## src/hw/rtl/hrp_pkg.sv

```systemverilog
// Shared types and constants for the HTTP request header parser.
package hrp_pkg;

   localparam int DATA_W     = 8;
   localparam int ADDR_W     = 6;
   localparam int LEN_W      = 6;
   localparam int TICK_W     = 16;
   localparam int CSR_IDX_W  = 2;
   localparam int CSR_DATA_W = 16;
   localparam int MEM_ADDR_W = 8;

   localparam logic [DATA_W-1:0] CH_SPACE = 8'h20;
   localparam logic [DATA_W-1:0] CH_LF    = 8'h0a;
   localparam logic [DATA_W-1:0] CH_CR    = 8'h0d;

   localparam int WS_PREFIX_LEN = 5;
   localparam logic [DATA_W-1:0] WS_PREFIX [WS_PREFIX_LEN] =
      '{8'h2f, 8'h64, 8'h2f, 8'h77, 8'h73};

   localparam logic [TICK_W-1:0] TIMEOUT_RESET = 16'd10;

   typedef enum logic [2:0] {
      RQ_DATA  = 3'd0,
      RQ_TICK  = 3'd1,
      RQ_OPEN  = 3'd2,
      RQ_CLOSE = 3'd3,
      RQ_READ  = 3'd4,
      RQ_SENT  = 3'd5
   } req_kind_type;

   typedef enum logic [3:0] {
      ST_IDLE    = 4'd0,
      ST_METHOD  = 4'd1,
      ST_PATH    = 4'd2,
      ST_PROTO   = 4'd3,
      ST_FLAG    = 4'd4,
      ST_INFLAG  = 4'd5,
      ST_READY   = 4'd6,
      ST_WS_SCAN = 4'd7,
      ST_WS_EST  = 4'd8,
      ST_CLOSING = 4'd9
   } state_type;

   typedef enum logic [2:0] {
      EV_NONE    = 3'd0,
      EV_PLAIN   = 3'd1,
      EV_WS      = 3'd2,
      EV_READY   = 3'd3,
      EV_WS_DONE = 3'd4,
      EV_CLOSE   = 3'd5,
      EV_READ    = 3'd6
   } event_type;

   typedef enum logic [1:0] {
      WS_IDLE = 2'd0,
      WS_LF   = 2'd1,
      WS_CR   = 2'd2
   } ws_phase_type;

   typedef enum logic [CSR_IDX_W-1:0] {
      CSR_PERSIST = 2'd0,
      CSR_TIMEOUT = 2'd1
   } csr_index_type;

   typedef struct packed {
      logic                  mem_we;
      logic [MEM_ADDR_W-1:0] mem_addr;
      logic [DATA_W-1:0]     mem_data;
      logic                  last_we;
      logic [DATA_W-1:0]     last_data;
   } path_wr_type;

endpackage

```

## src/hw/rtl/hrp_path_mem.sv

```systemverilog
// Path store: memory with one write and one read port for all but the last position, which is a register.
module hrp_path_mem import hrp_pkg::*; #(
   parameter int PATH_DEPTH = 64
) (
   input  logic              clock,
   input  path_wr_type       wr,
   input  logic              rd_en,
   input  logic              rd_sel,
   input  logic [ADDR_W-1:0] rd_addr,
   output logic [DATA_W-1:0] rd_data
);

   localparam int MEM_DEPTH = PATH_DEPTH - 1;
   localparam int MW        = $clog2(MEM_DEPTH);

   logic [DATA_W-1:0] mem [MEM_DEPTH];
   logic [DATA_W-1:0] last_ff;
   logic [DATA_W-1:0] rd_data_ff;
   logic              in_range;
   logic              is_last;

   assign in_range = 32'(rd_addr) < PATH_DEPTH;
   assign is_last  = 32'(rd_addr) == PATH_DEPTH - 1;

   always_ff @(posedge clock) begin
      if (wr.mem_we) begin
         mem[MW'(wr.mem_addr)] <= wr.mem_data;
      end
      if (wr.last_we) begin
         last_ff <= wr.last_data;
      end
   end

   always_ff @(posedge clock) begin
      if (rd_en) begin
         if (!rd_sel || !in_range) begin
            rd_data_ff <= '0;
         end else if (is_last) begin
            rd_data_ff <= last_ff;
         end else begin
            rd_data_ff <= mem[MW'(rd_addr)];
         end
      end
   end

   assign rd_data = rd_data_ff;

endmodule

```

## config.mk

```make
export PLATFORM = sky130hd
export DESIGN_NAME = hrp_path_mem
export DESIGN_NICKNAME = d
export VERILOG_FILES = /design/src/hw/rtl/hrp_pkg.sv /design/src/hw/rtl/hrp_path_mem.sv
export SDC_FILE = /design/constraint.sdc
export NUM_CORES = 1
export LEC_CHECK = 0
export ABC_AREA = 1
export BUFFER_PORTS_ARGS = -buffer_cell sky130_fd_sc_hd__buf_2
export CAP_MARGIN = 20
export CORE_MARGIN = 3
export CORE_UTILIZATION = 30
export DETAILED_ROUTE_END_ITERATION = 16
export GPL_TIMING_DRIVEN = 0
export HOLD_SLACK_MARGIN = 0.1
export PLACE_DENSITY_LB_ADDON = 0.25
export REMOVE_ABC_BUFFERS = 1
export SLEW_MARGIN = 5
export SYNTH_ARGS = -nofsm -noshare
export SYNTH_HDL_FRONTEND = slang
export SYNTH_SLANG_ARGS = --single-unit
```

## constraint.sdc

```tcl
create_clock -name clock -period 4.57 [get_ports clock]
set_input_delay 0.2285 -clock clock [delete_from_list [all_inputs] [get_ports clock]]
set_output_delay 0.2285 -clock clock [all_outputs]
set_load 0.02 [all_outputs]
```

# After elaboration in Yosys (flattened, before gate mapping)
# Memory sizes are Yosys's and may differ from the RTL's.
# Cells that the tools add are included.
word_totals:
  regBits: 16
  mem_bits_rw: 504
  out_inout_bits: 8
  wordCells: 7
  mem_count: 1
classes:
  eq_ne: 1
  n_mux: 3
memory_table:
  columns: ["name", "words", "width", "read_ports", "rd_ports_with_merged_regs", "write_ports", "line_no", "source"]
  rows:
  - ["mem", 63, 8, 1, 0, 1, "hrp_path_mem.sv:16", "logic [DATA_W-1:0] mem [MEM_DEPTH];"]
op_table:
  columns: ["op", "count"]
  rows:
  - ["8-bit two-way mux", 1]
  - ["6-bit == test (second input constant)", 1]
  - ["1-bit two-way mux", 2]

# Longest topological paths before layout
# Gate-level depths: netlist of the first run.
logic_depth:
  ltp_word: 2
  depth_mapped: 15

# Worst setup path before layout of the first run
# Ideal clock, no wire load.
synth_path:
  path_kind: "input to register"
  startpoint: "in wr[25] (netlist bit)"
  endpoint: "mem mem[32][0] (enable)"
  setup_ns: 0.395
  t_arrival_ns: 1.600
  required_ns: 4.175
  path_slack_ns: 2.575
  stages: 3
  n_path_buf: 1
  cell_sequence: "clkbuf_1 nand4_1 nor4_1"
synth_via:
  elab_chain_len: 2
synth_lines:
  columns: ["item", "line_no", "source"]
  rows:
  - ["start, declared", "hrp_path_mem.sv:6", "input path_wr_type wr,"]
  - ["1-bit two-way mux", "hrp_path_mem.sv:26", "if (wr.mem_we) begin"]
  - ["1-bit two-way mux (implied by the code)", "hrp_path_mem.sv:27", "mem[MW'(wr.mem_addr)] <= wr.mem_data;"]
  - ["end, declared", "hrp_path_mem.sv:16", null]
# No other way between the ends.

# Worst setup path after layout of the first run
layout_path:
  startpoint: "in wr[19] (netlist bit)"
  endpoint: "mem mem[26][4] (enable)"
# No word-level cell before the write port.

==> results of run 1 <==
-- cells in the final DEF (no fill, tap or decap), drive strengths merged, types with 15 or more instances in the layout --
cell | Yosys | layout
clkbuf | 16 | 69
clkinv | 2 | 24
buf | 88 | 61
inv | 269 | 272
o21ai | 59 | 59
nor2 | 234 | 234
nand3 | 249 | 249
edfxtp | 520 | 520
nand2 | 669 | 669
dlygate4sd3 | 0 | 15
-- final cells by class --
type                            instances  area [um2]  share of cell area [%]
Inverter                              271        1030                    4.05
Timing Repair Buffer                   76         729                    2.86
Clock inverter                         31         280                    1.10
Antenna cell                            1        2.50                 0.00980
Clock buffer                           69        1430                    5.59
Sequential cell                       520       15600                    61.1
Tap cell                              959        1200                    4.70
Multi-Input combinational cell       1253        5250                    20.6
-- per-layer routing --
metal	wire [um]	part of all wire (%)	track usage, %	up-vias
li1	-	-	-	7086
met1	26300	45	20.4	7059
met2	26900	46	23.8	391
met3	3360	5.8	2.39	88
met4	1680	2.9	5.13	4
met5	22	0.038	0	-
-- final timing paths --
path,start,to,slack [ps],cells past startpoint
setup / recovery,wr[19],mem[26][4]$_DFFE_PP_,1760,5
hold / removal,wr[10],mem[47][1]$_DFFE_PP_,120,1
setup reg to reg,mem[2][6]$_DFFE_PP_,rd_data[6]$_SDFFCE_PN0P_,2670,10
hold reg to reg,last_ff[3]$_DFFE_PP_,rd_data[3]$_SDFFCE_PN0P_,630,2
-- per-stage QoR --
stage	power, mW	TNS, ps	hold slack, ps	area (um2)
2_1_floorplan	5.69	0	327	21800
3_3_place_gp	6.06	-39530	408	23200
3_5_place_dp	6.07	0	407	23700
4_1_cts	10.4	0	102	25500
5_1_grt	10.6	0	148	25500
6_report	10.3	0	121	25500
-- critical path, cell delays in order --
cell           delay (ps)
dlygate4sd3_1         560
buf_2                 200
inv_1                 260
nand4_1               790
nor2_1                990
-- sequential cells by signal, summed over array words and instances (netlist names) --
| register | count |
|---|---|
| last_ff | 8 |
| rd_data | 8 |
| mem | 504 |
-- synthesized netlist by cell type (all sizes together) --
cell type	number
nand3	249
edfxtp	520
clkinv	2
a21oi	9
or2	12
inv	269
o211ai	3
nor4	8
nand2	669
clkbuf	16
nor2	234
o21ai	59
buf	88
nand4	10
-- timing repair --
item | CTS | global route
gates resized for setup | 0 | 0
hold buffers | 15 | 0
hold endpoints to repair | 32 | 0
-- report_power, final --
group | switching, mW | internal, mW
Clock | 1.83 | 2.49
Sequential | 0.00913 | 5.29
Combinational | 0.493 | 0.172
Total | 2.33 | 7.95
-- kinds of logic (layout without fill, tap and decap cells) --
kind of cell | after synthesis | in the layout | synth area share (%)
compound gates | 71 | 71 | 1.61
buf+inv | 375 | 447 | 7.39
flops | 520 | 520 | 69.5
other cells | 0 | 1 | 0
simple gates | 1182 | 1182 | 21.5
==> impl_metrics.ini, run 1 <==
[timing]
finalClockSkew_ps = 26.1
hold_violations = 0
max_slew_margin_pct = 31.8
layout_setup_ws_ps = 1760
post-route-period-util_pct = 61.4
rsz0062_at_grt = false
finalSetupViolations = 0
worst_pin_slew_ps = 1020
maxSlewViolCount = 0
clock.fmax_mhz = 356
min_period_ps = 2810

[worst_setup_path]
cp_max_fo = 9
crit_required_ps = 4810
start_kind = input pin
crit_type = input pin to flip-flop
crit_arrival_ps = 3050
endpoint_kind = flip-flop

[global_routing]
grt_max_degree = 134
grt_usage_pct = 14.8
grt_pass1_wl_um = 87200
antenna_found_initial = 3
grt.overflow.total = 0
grt_pass1_vias = 13900

[drt]
vias = 14600
wl_per_cell_um = 18.3
drc = 0
firstDrtPassIters = 6
routed_via_density = 4.60
drtIter0Drc = 1271
drtAntennaViolNets = 0
routed_wirelength_um = 58300

[hold_path]
hp-class = input pin to flip-flop

[floorplanning]
fp.dieH_um = 280
fp.coreArea_um2 = 73600
chipWidth_um = 280
start_util_pct = 30.5
pin_count = 43
die-area_um2 = 78200
rows = 99

[yosys]
yosys-top-cells-area = edfxtp_1 (69%), nand2_1 (11%), nand3_1 (5.5%)
synth_cell_types = 23
seq_area_frac_synth_pct = 69.5
avgSynthCellArea_um2 = 10.5
syn_area_um2 = 22500
yosys_warnings = 0
synth_top_area_share_pct = 69.5
synth-seq-cells = 520
syn_inst = 2148
synth_top_area_cell = edfxtp_1

[clock_tree]
cts.sinks = 520
clk_pin_slew_worst_paths_ps = 60
cts_inserted_buffers = 55
clkLatencyLatePin_ps = 620
cts_tree = done
cts-root-buf = clkbuf_16
htree_levels = 2
cts_buffer_depth = 3
cts_setup_buffers = 0

[finish]
layout-drive-gt1-share_pct = 7.39
nFillCells = 7363
nets = 2212
finalNonFillerCells = 3180
areaGrowthSynthToFinish_pct = 13.7
fin_util_pct = 34.7

[placed_design]
port_buffers = 40
dp.cells = 3064
dp_slack_ps = 1350
gp_routability_congestion = 0.811
dpl.hpwl_um = 35300

[run]
cap_violations = 0

[power]
vdd_ir_drop_max_mv = 0.264
pwr_density_cell_nw_per_um2 = 402
p_leak_nw = 10.1

[outcome]
outcome = complete, no violations
Note: power is estimated with default switching activity, not from simulation.
==> run 2: changes to the inputs <==
==> constraint.sdc (replaced) <==
create_clock -name clock -period 2.66 [get_ports clock]
set_input_delay 0.133 -clock clock [delete_from_list [all_inputs] [get_ports clock]]
set_output_delay 0.133 -clock clock [all_outputs]
set_load 0.02 [all_outputs]
==> impl_metrics.ini, run 2 (synthesis gave the netlist of run 1 again) <==
[power]
p_total_mw = 17.7
p_leak_nw = 10.1
pwr_density_cell_nw_per_um2 = 689
vdd_ir_drop_max_mv = 0.456

[finish]
layout-drive-gt1-share_pct = 8.13
nFillCells = 7355
nets = 2218
finalNonFillerCells = 3186
largest-register = mem
mostFrequentLayoutCells = nand2_1 (669), edfxtp_1 (520), inv_1 (263)
largest_reg_flops = 504
areaGrowthSynthToFinish_pct = 14.2
layout_commonest_cell = nand2_1
regArea_um2 = 15600
multi_input_area_um2 = 5290

[placed_design]
port_buffers = 40
dp_slack_ps = -463
dp.cells = 3064
gp_routability_congestion = 0.811
dpl.hpwl_um = 35300

[global_routing]
grt_pass1_vias = 14000
grt_pass1_wl_um = 87300
grt_usage_pct = 14.8
grt.overflow.total = 0
grt_max_degree = 134
antenna_found_initial = 2

[timing]
hold_violations = 0
post-route-period-util_pct = 100
finalClockSkew_ps = 28.0
min_period_ps = 2660
maxSlewViolCount = 0
max_slew_margin_pct = 28.9
worst_pin_slew_ps = 1060
finalSetupViolations = 3
clock.fmax_mhz = 376
layout_setup_ws_ps = -2.31
fin_hold_ws_ps = 107
rsz0062_at_grt = true

[floorplanning]
pin_count = 43
rows = 99
die-area_um2 = 78200
fp.coreArea_um2 = 73600
start_util_pct = 30.5
fp.dieH_um = 280
chipWidth_um = 280

[worst_setup_path]
cp_max_fo = 9
crit_arrival_ps = 2900
crit_required_ps = 2900
endpoint_kind = flip-flop
crit_type = input pin to flip-flop
start_kind = input pin

[clock_tree]
cts_inserted_buffers = 55
clkLatencyLatePin_ps = 620
clk_pin_slew_worst_paths_ps = 60
htree_levels = 2
cts_buffer_depth = 3
cts-root-buf = clkbuf_16
cts.sinks = 520
cts_tree = done

[outcome]
outcome = complete, but fails checks
violations = negative setup slack

[drt]
drtAntennaViolNets = 0
routed_via_density = 4.58
routed_wirelength_um = 58700
drtIter0Drc = 1187
vias = 14600
drc = 0
firstDrtPassIters = 5
wl_per_cell_um = 18.4

[run]
cap_violations = 0

[hold_path]
hp-class = input pin to flip-flop
==> run 2: cell types whose count changed in the layout (fill, tap and decap cells not counted), sizes merged <==
| cell | before | now |
|---|---|---|
| clkinvlp | 1 | 2 |
| dlygate4sd3 | 15 | 20 |
| inv | 272 | 271 |
| clkbuf | 69 | 70 |
==> run 2: power by group <==
group          switching (mW)  leakage (nW)  total [mW]  internal (mW)
sequential             0.0157          4.70        9.11           9.09
clock                    3.14         0.839        7.41           4.27
combinational           0.854          4.60        1.16          0.304
==> run 2: stage by stage <==
stage                     util [%]  area [um2]  TNS, ps
after detailed placement      32.2       23700    -5820
after floorplan                  -       21800        0
after CTS                     34.8       25600        0
final                         34.9       25700    -5.00
after global placement        31.6       23200   -60650
after global routing          34.9       25700    -4600
==> run 2: critical path, cell delays in order <==
cell	delay [ps]
dlygate4sd3_1	560
buf_2	200
inv_1	250
nand4_1	820
nor2_1	930
==> run 2: timing repair <==
item | in CTS | in global routing
resized for setup | 0 | 16
endpoints found under the setup margin | 0 | 152
endpoints found under the hold margin | 135 | 0
buffers inserted | 0 | 0
hold buffers | 20 | 0
==> run 2: cell type report <==
cell class	instances	area share [%]
flip-flops and latches	520	60.9
clock inverters	31	1.09
clock buffers	69	5.57
multi-input cells	1253	20.6
repair buffers	82	3.14
diodes	1	0.00975
inverters	271	4.05
well taps	959	4.68
==> run 2: final timing paths <==
check / start / to / slack (ps) / cells past startpoint
max: wr[19] / mem[58][4]$_DFFE_PP_ / -2 / 5
min: wr[16] / mem[8][7]$_DFFE_PP_ / 110 / 1
max reg2reg: mem[2][6]$_DFFE_PP_ / rd_data[6]$_SDFFCE_PN0P_ / 780 / 10
min reg2reg: last_ff[3]$_DFFE_PP_ / rd_data[3]$_SDFFCE_PN0P_ / 630 / 2
==> run 2: metal layers <==
layer  vias up  global-route usage, %  share of wire, %
met4         2                   5.17               2.8
li1       7102                      -                 -
met5         -                      0             0.014
met1      7036                   20.4                45
met3        83                   2.35               5.7
met2       378                   23.8                46
==> run 3: changes to the inputs <==
==> constraint.sdc (replaced) <==
create_clock -name clock -period 3.2 [get_ports clock]
set_input_delay 0.16 -clock clock [delete_from_list [all_inputs] [get_ports clock]]
set_output_delay 0.16 -clock clock [all_outputs]
set_load 0.02 [all_outputs]
==> impl_metrics.ini, run 3 (synthesis gave the netlist of run 1 again) <==
[power]
power_frac_seq_pct = 51.6
pwr_density_cell_nw_per_um2 = 574
switching_share_pct = 22.6
p_sw_mw = 3.32
pwr-share-comb_pct = 6.5
clkPwrFrac_pct = 41.9
p_leak_nw = 10.1
vdd_ir_drop_max_mv = 0.378
p_int_mw = 11.4
p_total_mw = 14.7

[timing]
min_period_ps = 2700
maxSlewViolCount = 0
clock.fmax_mhz = 371
post-route-period-util_pct = 84.3
hold_violations = 0
finalSetupViolations = 0
max_slew_margin_pct = 31.5
worst_pin_slew_ps = 1030
layout_setup_ws_ps = 501
fin_hold_ws_ps = 134
rsz0062_at_grt = false
finalClockSkew_ps = 28.0

[worst_setup_path]
endpoint_kind = flip-flop
rr_worst_depth = 10
start_kind = input pin
crit_slowest_cell = nor2_1
crit_arrival_ps = 2940
path_buf_inv = 3
critical-path-max-stage-delay_ps = 980
crit_type = input pin to flip-flop
cp_max_fo = 9
path_depth = 5
crit_family = simple AND/OR/NAND/NOR gates
crit_required_ps = 3440
cp_cell_sequence = dlygate4sd3_1 -> buf_2 -> inv_1 -> nand4_1 -> nor2_1

[finish]
layout-drive-gt1-share_pct = 7.37
regArea_um2 = 15600
finalNonFillerCells = 3184
nets = 2216
layout_commonest_cell = nand2_1
multi_input_area_um2 = 5250
areaGrowthSynthToFinish_pct = 13.8
largest_reg_flops = 504
nFillCells = 7364
largest-register = mem
mostFrequentLayoutCells = nand2_1 (669), edfxtp_1 (520), inv_1 (264)

[clock_tree]
cts.sinks = 520
clkLatencyLatePin_ps = 620
clk_pin_slew_worst_paths_ps = 60
htree_levels = 2
cts_buffer_depth = 3
cts_tree = done
cts-root-buf = clkbuf_16
cts_inserted_buffers = 55

[global_routing]
busiest_layer = met2
grt_max_degree = 134
grt.overflow.total = 0
antenna_found_initial = 2
met1_usage_pct = 20.4
grt_usage_pct = 14.8
grt_pass1_vias = 14000
use_met3_pct = 2.35
grt_pass1_wl_um = 87300
grt_use_met2_pct = 23.8

[outcome]
outcome = complete, no violations

[floorplanning]
fp.dieH_um = 280
die-area_um2 = 78200
pin_count = 43
chipWidth_um = 280
start_util_pct = 30.5
fp.coreArea_um2 = 73600
rows = 99

[drt]
vias = 14600
firstDrtPassIters = 5
wl_per_cell_um = 18.3
routed_wirelength_um = 58200
routed_via_density = 4.58
drtIter0Drc = 1305
drtAntennaViolNets = 0
drc = 0

[hold_path]
hold_path_depth = 1
hp-class = input pin to flip-flop

[placed_design]
dp_slack_ps = 49.9
dp.cells = 3064
gp_routability_congestion = 0.811
port_buffers = 40
dpl.hpwl_um = 35300

[run]
cap_violations = 0
[run 3: cell count changes in the layout (fill, tap and decap cells not counted)]
cell           delta
nor2_1           +15
inv_1             +1
clkinvlp_4        -1
nor2_2           -15
clkbuf_16         -1
dlygate4sd3_1     -1
[run 3: power by group through the flow]
stage               registers [mW]  clock network [mW]  logic [mW]
finish                        7.57                6.15       0.952
detailed placement            7.72                   0       0.946
CTS                           7.57                6.30       0.967
global placement              7.72                   0       0.933
global route                  7.57                6.55        1.06
floorplan                     7.73                   0       0.404
[run 3: worst paths after layout]
| check | startpoint | endpoint | slack [ps] |
|---|---|---|---|
| max | wr[19] | mem[26][6]$_DFFE_PP_ | 500 |
| min | wr[16] | mem[8][7]$_DFFE_PP_ | 130 |
| max reg2reg | mem[2][6]$_DFFE_PP_ | rd_data[6]$_SDFFCE_PN0P_ | 1260 |
| min reg2reg | last_ff[3]$_DFFE_PP_ | rd_data[3]$_SDFFCE_PN0P_ | 630 |
[run 3: layout make-up]
| type | instances | area share (%) |
|---|---|---|
| Antenna cell | 1 | 0.00978 |
| Clock buffer | 69 | 5.59 |
| Clock inverter | 31 | 1.10 |
| Inverter | 271 | 4.04 |
| Multi-Input combinational cell | 1253 | 20.5 |
| Sequential cell | 520 | 61.0 |
| Tap cell | 959 | 4.69 |
| Timing Repair Buffer | 80 | 3.01 |
[run 3: what timing repair did]
| item | in CTS | in global routing |
|---|---|---|
| setup endpoints to repair | 0 | 0 |
| resized for setup | 0 | 0 |
| hold buffers | 19 | 0 |
| setup buffers | 0 | 0 |
| hold endpoints to repair | 119 | 0 |
[run 3: per-layer routing]
| layer | vias up | share of wire, % | wire length, um |
|---|---|---|---|
| met5 | - | 0.014 | 8 |
| met4 | 2 | 2.8 | 1640 |
| met3 | 85 | 5.8 | 3360 |
| li1 | 7098 | - | - |
| met2 | 397 | 46 | 26800 |
| met1 | 7015 | 45 | 26300 |
[run 3: per-stage QoR]
| step | TNS, ps | utilization [%] | cell area [um2] |
|---|---|---|---|
| 2_1_floorplan | 0 | - | 21800 |
| 3_3_place_gp | -49940 | 31.6 | 23200 |
| 3_5_place_dp | 0 | 32.2 | 23700 |
| 4_1_cts | 0 | 34.8 | 25600 |
| 5_1_grt | 0 | 34.8 | 25600 |
| 6_report | 0 | 34.8 | 25600 |
